<file path="config.mk">
export PLATFORM = sky130hd
export DESIGN_NAME = wou_ctrl
export DESIGN_NICKNAME = d
export VERILOG_FILES = /design/src/hdl/wou_pkg.sv /design/src/hdl/wou_ctrl.sv
export SDC_FILE = /design/constraint.sdc
export NUM_CORES = 1
export LEC_CHECK = 0
export BUFFER_PORTS_ARGS = -buffer_cell sky130_fd_sc_hd__buf_2
export CAP_MARGIN = 5
export CORE_MARGIN = 3
export CORE_UTILIZATION = 44
export DETAILED_ROUTE_END_ITERATION = 6
export GPL_ROUTABILITY_DRIVEN = 0
export GPL_TIMING_DRIVEN = 1
export PLACE_DENSITY = 0.74
export SLEW_MARGIN = 30
export SYNTH_ARGS = -nofsm -noshare
export SYNTH_HDL_FRONTEND = slang
export SYNTH_SLANG_ARGS = --single-unit
</file>
<file path="constraint.sdc">
create_clock -name clk -period 3.41 [get_ports clk]
set_input_delay 0.5115 -clock clk [delete_from_list [all_inputs] [get_ports clk]]
set_output_delay 0.5115 -clock clk [all_outputs]
set_load 0.005 [all_outputs]
</file>
<file path="src/hdl/wou_pkg.sv">
// Shared types, constants and helper functions of the weight optimizer update block.
`default_nettype none
package wou_pkg;

  localparam int NUM_WEIGHTS = 1024;
  localparam int IDX_W       = $clog2(NUM_WEIGHTS);
  localparam int Q_W         = 32;
  localparam int FRAC_W      = 24;
  localparam int CFG_W       = 25;
  localparam int ROW_W       = 5 * Q_W;
  localparam int SQ_RAD_W    = 56;
  localparam int SQ_ROOT_W   = 28;
  localparam int SQ_CNT_W    = 5;
  localparam int DIV_BITS    = SQ_ROOT_W + FRAC_W;
  localparam int DIV_CNT_W   = 6;

  localparam logic [CFG_W-1:0] Q_ONE = 25'h100_0000;

  localparam logic [1:0] MODE_PLAIN    = 2'd0;
  localparam logic [1:0] MODE_NESTEROV = 2'd1;
  localparam logic [1:0] MODE_ADADELTA = 2'd2;
  localparam logic [1:0] MODE_BOTH     = 2'd3;

  localparam logic [1:0] REG_MODE  = 2'd0;
  localparam logic [1:0] REG_LRATE = 2'd1;
  localparam logic [1:0] REG_DECAY = 2'd2;
  localparam logic [1:0] REG_EPS   = 2'd3;

  localparam logic CMD_LOAD   = 1'b0;
  localparam logic CMD_UPDATE = 1'b1;

  typedef enum logic [4:0] {
    S_IDLE, S_READ, S_STEP, S_GG, S_DG, S_CGG, S_GWAIT, S_GSUM,
    S_SQN_GO, S_SQN, S_SQD_GO, S_SQD, S_DIV_GO, S_DIV,
    S_RG, S_RGWAIT, S_SS, S_DD, S_CSS, S_DWAIT, S_DSUM,
    S_CARRY, S_CWAIT, S_VEL, S_TRUE, S_VIS, S_PLAIN, S_WRITE
  } state_t;

  typedef enum logic [4:0] {
    OP_NONE, OP_ACCEPT, OP_LATCH,
    OP_MUL_STEP, OP_MUL_GG, OP_MUL_DG, OP_MUL_CGG, OP_MUL_RG,
    OP_MUL_SS, OP_MUL_DD, OP_MUL_CSS, OP_MUL_CARRY,
    OP_GSUM, OP_DSUM, OP_SQN_GO, OP_SQD_GO, OP_DIV_GO,
    OP_VEL, OP_TRUE, OP_VIS, OP_PLAIN, OP_WRITE
  } dp_op_t;

  typedef enum logic [2:0] {
    DST_STEP, DST_GG, DST_T1, DST_T2, DST_S, DST_SS, DST_CARRY
  } mul_dst_t;

  typedef struct packed {
    dp_op_t op;
  } dp_cmd_t;

  typedef struct packed {
    logic [1:0] mode;
    logic       is_load;
    logic       sq_done;
    logic       div_done;
  } dp_status_t;

  localparam logic signed [41:0] SAT_MAX = 42'sd2147483647;
  localparam logic signed [41:0] SAT_MIN = -42'sd2147483648;

  // Returns the saturation flag above the clipped 32-bit value.
  function automatic logic [Q_W:0] sat_q(input logic signed [41:0] v);
    logic [Q_W:0] res;
    if (v > SAT_MAX) begin
      res = {1'b1, 32'h7FFF_FFFF};
    end else if (v < SAT_MIN) begin
      res = {1'b1, 32'h8000_0000};
    end else begin
      res = {1'b0, v[Q_W-1:0]};
    end
    return res;
  endfunction

  function automatic logic signed [41:0] sx42(input logic signed [Q_W-1:0] x);
    return 42'(x);
  endfunction

endpackage
`default_nettype wire

</file>
<file path="src/hdl/wou_ctrl.sv">
// Sequencing state machine of the weight optimizer update block.
`default_nettype none
module wou_ctrl import wou_pkg::*; (
  input  wire logic       clk,
  input  wire logic       rst,
  input  wire logic       start,
  input  wire dp_status_t status,
  output dp_cmd_t         ctl,
  output logic            busy,
  output logic            done
);

  state_t state, state_next;

  always_ff @(posedge clk) begin
    if (rst) begin
      state <= S_IDLE;
    end else begin
      state <= state_next;
    end
  end

  always_comb begin
    state_next = state;
    ctl.op     = OP_NONE;
    busy       = 1'b1;
    done       = 1'b0;
    unique case (state)
      S_IDLE: begin
        busy = 1'b0;
        if (start) begin
          ctl.op     = OP_ACCEPT;
          state_next = S_READ;
        end
      end
      S_READ: begin
        ctl.op     = OP_LATCH;
        state_next = (status.is_load == CMD_LOAD) ? S_WRITE : S_STEP;
      end
      S_STEP: begin
        ctl.op = OP_MUL_STEP;
        if (status.mode == MODE_ADADELTA || status.mode == MODE_BOTH) begin
          state_next = S_GG;
        end else if (status.mode == MODE_NESTEROV) begin
          state_next = S_CARRY;
        end else begin
          state_next = S_CWAIT;
        end
      end
      S_GG: begin
        ctl.op     = OP_MUL_GG;
        state_next = S_DG;
      end
      S_DG: begin
        ctl.op     = OP_MUL_DG;
        state_next = S_CGG;
      end
      S_CGG: begin
        ctl.op     = OP_MUL_CGG;
        state_next = S_GWAIT;
      end
      S_GWAIT: state_next = S_GSUM;
      S_GSUM: begin
        ctl.op     = OP_GSUM;
        state_next = S_SQN_GO;
      end
      S_SQN_GO: begin
        ctl.op     = OP_SQN_GO;
        state_next = S_SQN;
      end
      S_SQN: begin
        if (status.sq_done) begin
          state_next = S_SQD_GO;
        end
      end
      S_SQD_GO: begin
        ctl.op     = OP_SQD_GO;
        state_next = S_SQD;
      end
      S_SQD: begin
        if (status.sq_done) begin
          state_next = S_DIV_GO;
        end
      end
      S_DIV_GO: begin
        ctl.op     = OP_DIV_GO;
        state_next = S_DIV;
      end
      S_DIV: begin
        if (status.div_done) begin
          state_next = S_RG;
        end
      end
      S_RG: begin
        ctl.op     = OP_MUL_RG;
        state_next = S_RGWAIT;
      end
      S_RGWAIT: state_next = S_SS;
      S_SS: begin
        ctl.op     = OP_MUL_SS;
        state_next = S_DD;
      end
      S_DD: begin
        ctl.op     = OP_MUL_DD;
        state_next = S_CSS;
      end
      S_CSS: begin
        ctl.op     = OP_MUL_CSS;
        state_next = S_DWAIT;
      end
      S_DWAIT: state_next = S_DSUM;
      S_DSUM: begin
        ctl.op     = OP_DSUM;
        state_next = (status.mode == MODE_ADADELTA) ? S_PLAIN : S_CARRY;
      end
      S_CARRY: begin
        ctl.op     = OP_MUL_CARRY;
        state_next = S_CWAIT;
      end
      S_CWAIT: state_next = (status.mode == MODE_PLAIN) ? S_PLAIN : S_VEL;
      S_VEL: begin
        ctl.op     = OP_VEL;
        state_next = S_TRUE;
      end
      S_TRUE: begin
        ctl.op     = OP_TRUE;
        state_next = S_VIS;
      end
      S_VIS: begin
        ctl.op     = OP_VIS;
        state_next = S_WRITE;
      end
      S_PLAIN: begin
        ctl.op     = OP_PLAIN;
        state_next = S_WRITE;
      end
      S_WRITE: begin
        ctl.op     = OP_WRITE;
        done       = 1'b1;
        state_next = S_IDLE;
      end
      default: state_next = S_IDLE;
    endcase
  end

endmodule
`default_nettype wire

</file>
==> results by group, run 1 <==
Timing
  – Worst hold margin: 505 ps
  – Setup ws final: 975 ps
  – Final Max Tran Viols: 0
  – Final setup violation count: 0
  – Total Neg Setup Slack: 0 ps
  – RSZ-0062 raised after global routing: false
  – Worst Skew: approximately 7 ps
  – Max Freq: about 0.4 GHz
  – Max_slew headroom: 0.400
  – Period utilization: 0.714
  – Measured slew at the worst slew-check pin: between 800 and 900 ps
  – Final Hold Vio Count: 0
  – Post-layout min period: between 2000 and 2500 ps

Routing
  – Vias post-DR: a little under 900
  – Routed WL per cell: between 10 and 15 um
  – DRT Wirelength: between 1500 and 2000 um
  – Total iterations of the first detailed-routing run: 4
  – Iter 0 DRT Violations: 44
  – Vias per cell: 6.47
  – Post-DRT Antenna Nets: 0
  – Residual DRC: 0

Logic synthesis
  – Fraction of registers with async set/reset: 0
  – Synth area leader: dfxtp_1
  – Register area share after synthesis: 0.138
  – Syn_nets: 116
  – Cell Area, Synth: 724 sq um
  – Synth top area share: 0.138
  – Most common cell in the netlist: o21ai_0
  – Register bit total from synthesis: 5
  – Most common library cells after synthesis: o21ai_0, nor2_1, buf_2
  – Ys flop type: dfxtp_1
  – Post-synth cell types: 43
  – Syn_area_per_cell: between 6 and 7 sq um
  – Yosys warning count: 0
  – Post-synth EDFFs: 0
  – Synth Instances: approximately 110
  – Ranking of synthesized cells by area: dfxtp_1, o21ai_0, buf_2, nor2_1, nor4b_1

Cells and area
  – Area growth syn-to-layout: 11.7%
  – Max reg flops: 5
  – Top reg by flops: state
  – Area of the multi-input gates: between 500 and 600 sq um
  – Fill cell total of the finished layout: approximately 160
  – Top Registers: state: 5 flops
  – # diodes: 0
  – Layout cells sized above 1: 0.178
  – Storage cell area: around 100 sq um
  – Nets: 127

Worst setup path
  – CP bufs+invs: 2
  – Worst Path Class, Setup: reg -> out
  – Worst path max stage delay: 730 ps
  – Crit-path cells: inv_1, nor4_1, a21oi_1, o32ai_1, buf_2
  – Slowest cell on crit path: dfxtp_1
  – Worst path arrival time: between 1500 and 2000 ps
  – Top delay family on crit path: flip-flops
  – Critical Path RT: about 2900 ps
  – Worst-path fanout max: 21
  – CP startpoint kind: flip-flop
  – Worst Setup End Kind: output port

Clocking
  – Htree depth: 1
  – TritonCTS clock tree: built
  – Clock slew at reported path FFs: about 50 ps
  – CTS buffer count: 3
  – Post-CTS Setup Bufs: 0
  – Root buffer cell: clkbuf_4
  – CTS sink cnt: 5
  – Clk_lat worst skew: 250 ps
  – # resized after CTS: 0
  – Hold buffers post-CTS: 0
  – Buffers from clock root to sink, at most: 2

GRT
  – Initial antenna violation count: 0
  – Pin count of the biggest net entering global routing: 31
  – GRT overflow: 0
  – Total Routing Usage GR: 0.191
  – Via count of the first global-routing pass: between 600 and 700
  – First-pass GRT wire length: between 3000 and 4000 um

Floorplanning
  – Core area: about 0.0015 sq mm
  – Die height: ~47 um
  – Die span in x: 46.6 um
  – Top Ports: 15
  – Die area: 0.00217 sq mm
  – # rows: 14
  – Initial cell density of the core: 0.475

Power and ir drop
  – Maximum vdd drop: around 0.56 mV
  – Leakage: around 0.00031 uW
  – P per Cell Area: ~810 mW/mm^2

Outcome
  – Outcome: completed

Placed design
  – DP Worst Slack: 1290 ps
  – DP HPWL: roughly 1300 um
  – IO Port Bufs: 14

Min path
  – Worst hold-check path type: in -> reg

Flow run
  – Max Cap Violations: 0
-- worst reg2reg max path: stages, from the launching register on --
cell     delay, ps
dfxtp_1        900
and3b_1        280
o21ai_0        200
o21ai_0        200
a21oi_1        170
-- cells in the final DEF (no fill, tap or decap), types with 2 or more instances in the layout --
master and n:
clkbuf_4 3, o21ai_0 12, a31oi_1 3, nor4_1 2, nand2_1 6, nor4b_1 3
a21oi_1 4, nor2b_1 4, nor3_1 5, a22oi_1 3, buf_4 3, nand3_1 2
nor2_1 10, or4b_1 2, inv_1 5, buf_2 14, a41oi_1 2, xnor2_1 3
o211ai_1 2, nor3b_1 2, dfxtp_1 5
-- power by group --
group          internal [uW]  switching, uW  total (uW)
combinational            195            241         436
sequential              80.3           69.3         150
clock                   42.6           27.4        70.0
-- worst paths after layout --
check	start	to	slack [ps]	depth (start not counted)
min	rst	state[4]	510	2
min reg2reg	state[2]	state[4]	640	2
max	state[0]	ctl[3]	980	5
max reg2reg	state[4]	state[1]	1590	4
-- final cells by class --
cell class / instances / area share
flip-flops and latches: 5 / 0.124
multi-input cells: 87 / 0.680
clock inverters: 1 / 0.00618
well taps: 16 / 0.0247
repair buffers: 17 / 0.114
inverters: 5 / 0.0232
clock buffers: 3 / 0.0278
-- routing by layer --
| layer | share of wire | global-route usage | vias to the layer above | routed length [um] |
|---|---|---|---|---|
| li1 | - | - | 432 | - |
| met1 | 0.45 | 0.285 | 388 | 867 |
| met2 | 0.46 | 0.264 | 44 | 889 |
| met3 | 0.088 | 0.0430 | 3 | 171 |
| met4 | 0.0072 | 0.0625 | 0 | 14 |
| met5 | 0 | 0 | - | 0 |
-- cells by family (layout without fill, tap and decap cells) --
kind of cell / count (synthesis) / after routing / synth area share
AOI/OAI and AO/OA: 37 / 37 / 0.344
DFF: 5 / 5 / 0.138
buffers and inverters: 16 / 26 / 0.102
and+or+nand+nor: 46 / 46 / 0.368
xor gates and xnor gates: 4 / 4 / 0.0484
-- stage by stage --
stage | std cells | utilization | total power [uW] | cell area [sq um]
global route | 134 | 0.531 | 722 | 810
global placement | 130 | 0.513 | 569 | 782
finish | 134 | 0.531 | 656 | 810
CTS | 134 | 0.531 | 653 | 810
detailed placement | 130 | 0.513 | 579 | 782
floorplan | 108 | - | 473 | 724
(Power assumes the default switching activity.)
==> run 2: changes to the inputs <==
--- a/config.mk
+++ b/config.mk
@@ -12,7 +12,7 @@
 export DETAILED_ROUTE_END_ITERATION = 6
 export GPL_ROUTABILITY_DRIVEN = 0
 export GPL_TIMING_DRIVEN = 1
-export PLACE_DENSITY = 0.74
+export PLACE_DENSITY = 0.77
 export SLEW_MARGIN = 30
 export SYNTH_ARGS = -nofsm -noshare
 export SYNTH_HDL_FRONTEND = slang
==> constraint.sdc (replaced) <==
create_clock -name clk -period 2 [get_ports clk]
set_input_delay 0.3 -clock clk [delete_from_list [all_inputs] [get_ports clk]]
set_output_delay 0.3 -clock clk [all_outputs]
set_load 0.005 [all_outputs]
==> run 2 against run 1 <==
  * Worst setup slack worse by 850 ps
  * Critical path depth stayed put
  * Critical path type unchanged
  * Sequential power is 59% higher
  * Cell count is 3.0% higher
  * Global-route usage is 2.2 points higher
  * Wire length is 0.31% higher
  * Sequential share of layout area is 0.16 points lower
  * Highest routed layer unchanged
  * First-iteration DRC count is 39% lower
  * Utilization is 2.1 points higher
  * Sequential cell count stayed put
==> results by group, run 2 (synthesized netlist as in run 1, its figures left out) <==
Worst setup path
  – Top delay family on crit path: flip-flops
  – CP bufs+invs: 1 (-1)
  – R2r setup slk: 320 ps (-1270 ps)
  – Critical Path RT: 1700 ps (-1200 ps)
  – Worst path arrival time: 1570 ps (-350 ps)
  – Worst-path fanout max: 10 (-52%)
  – Worst path max stage delay: 480 ps (-250 ps)
  – Crit-path cells: nand2b_1, a22oi_1, o22a_1, o21ai_0, buf_2
  – Worst Path Class, Setup: reg -> out
  – Slowest cell on crit path: dfxtp_1
  – CP startpoint kind: flip-flop
  – Worst Setup End Kind: output port

Cells and area
  – Commonest non-fill, non-tap cells in the layout: buf_2, o21ai_0, nor2_1
  – Top reg by flops: state
  – Nets: 131 (+3.1%)
  – Commonest non-fill, non-tap cell in the layout: buf_2
  – # diodes: 0 (unchanged)
  – Area growth syn-to-layout: 16.1%
  – Max reg flops: 5 (unchanged)
  – Layout cells sized above 1: 0.213 (+0.0351)
  – Post-route cell area: 841 sq um (+3.9%)
  – Final Util: 0.552 (+0.0205)
  – Top Registers: state: 5 flops

Clocking
  – TritonCTS clock tree: built
  – Root buffer cell: clkbuf_4
  – Clock slew at reported path FFs: 50 ps (about the same)
  – Clk_lat worst skew: 260 ps (about the same)
  – Htree depth: 1 (unchanged)
  – Buffers from clock root to sink, at most: 2 (unchanged)
  – CTS sink cnt: 5 (unchanged)
  – CTS buffer count: 3 (unchanged)

GRT
  – Met3 global-route usage: 0.0586 (+0.0156)
  – Total Routing Usage GR: 0.214 (+0.0225)
  – Initial antenna violation count: 0 (unchanged)
  – Via count of the first global-routing pass: 762 (+14%)
  – Met1 Resource Use GR: 0.282 (-0.00330)
  – Busiest grt layer: met2
  – Pin count of the biggest net entering global routing: 17 (-45%)
  – GRT overflow: 0 (unchanged)
  – First-pass GRT wire length: 3330 um (+9.8%)
  – Met2 track demand over resource: 0.319 (+0.0549)

Floorplanning
  – Die span in x: 46.6 um (unchanged)
  – Die area: 0.00217 sq mm (unchanged)
  – Die height: 46.6 um (unchanged)
  – Core area: 0.00152 sq mm (unchanged)
  – Initial cell density of the core: 0.475 (unchanged)
  – Top Ports: 15 (unchanged)
  – # rows: 14 (unchanged)

Power and ir drop
  – Power after layout: 1170 uW (+78%)
  – Switching Share: 0.499 (-0.0161)
  – Int Pwr: 585 uW (+84%)
  – Clock power share: 0.109 (+0.002)
  – Maximum vdd drop: 0.831 mV (+48%)
  – Switch Pwr: 583 uW (+72%)
  – Sequential power share: 0.204 (-0.024)
  – Gate power share: 0.687 (+0.022)
  – P per Cell Area: 1390 mW/mm^2 (+71%)
  – Leakage: 0.000333 uW (+6.1%)

Routing
  – Routed WL per cell: 14.1 um (-2.6%)
  – Vias per cell: 6.43 (-0.55%)
  – Vias post-DR: 888 (+2.4%)
  – Iter 0 DRT Violations: 27 (-39%)
  – DRT Wirelength: 1950 um (+0.31%)
  – Total iterations of the first detailed-routing run: 4 (unchanged)
  – Post-DRT Antenna Nets: 0 (unchanged)
  – Residual DRC: 0 (unchanged)

Placed design
  – IO Port Bufs: 14 (unchanged)
  – Post-DP Area: 812 sq um (+3.8%)
  – DP Worst Slack: 361 ps (-932 ps)
  – DP HPWL: 1440 um (+8.8%)

Timing
  – Final Max Tran Viols: 0 (unchanged)
  – Final Hold Vio Count: 0 (unchanged)
  – RSZ-0062 raised after global routing: false
  – Post-layout min period: about 1900 ps
  – Total Neg Setup Slack: 0 ps (unchanged)
  – Period utilization: 0.936
  – Final setup violation count: 0 (unchanged)
  – Measured slew at the worst slew-check pin: 476 ps (-422 ps)
  – Setup ws final: 129 ps (-846 ps)
  – Worst Skew: 4.17 ps (-2.95 ps)
  – Max_slew headroom: 0.682 (+0.282)
  – Max Freq: around 0.53 GHz

Min path
  – Worst hold-check path type: in -> reg

Outcome
  – Outcome: completed

Flow run
  – Max Cap Violations: 0 (unchanged)
-- run 2: cell types whose count changed in the layout (fill, tap and decap cells not counted) --
cell,previous run,this run
dfxtp_2,0,2
buf_4,3,7
clkinv_2,1,0
dfxtp_1,5,3
clkbuf_1,0,1
-- run 2: final timing paths --
path / startpoint / endpoint / cells after the start
worst min-delay path: rst / state[1] / 2
worst max-delay path: state[3] / ctl[0] / 5
worst max register to register: state[4] / state[1] / 5
worst min register to register: state[2] / state[4] / 2
-- run 2: routing by layer --
layer / wire (um) / part of all wire
met5: 0 / 0
met4: 29 / 0.015
met1: 875 / 0.45
met3: 163 / 0.084
met2: 880 / 0.45
-- run 2: cell type report --
| type | count | area, sq um |
|---|---|---|
| inverter | 5 | 18.8 |
| tap | 16 | 20.0 |
| fill | 144 | 683 |
| sequential | 5 | 103 |
| timing repair buffer | 21 | 123 |
| clock buffer | 4 | 26.3 |
| multi-input combinational | 87 | 551 |
-- run 2: power by group through the flow --
stage | Combinational [uW] | Clock, uW | Sequential (uW)
5_1_grt | 907 | 136 | 246
2_1_floorplan | 640 | 0 | 166
6_report | 803 | 127 | 238
4_1_cts | 798 | 132 | 230
3_3_place_gp | 782 | 0 | 228
3_5_place_dp | 795 | 0 | 234
-- run 2: timing repair --
| item | 4_1_cts | 5_1_grt |
|---|---|---|
| endpoints found under the setup margin | 0 | 2 |
| gates resized for setup | 0 | 2 |
| endpoints found under the hold margin | 0 | 0 |
| buffers inserted | 0 | 0 |
| hold buffers | 0 | 0 |
-- run 2: per-stage QoR --
stage                     hold WS, ps  std cells
after floorplan                   369        108
after global routing              293        138
after global placement            543        134
final                             273        138
after CTS                         279        138
after detailed placement          549        134
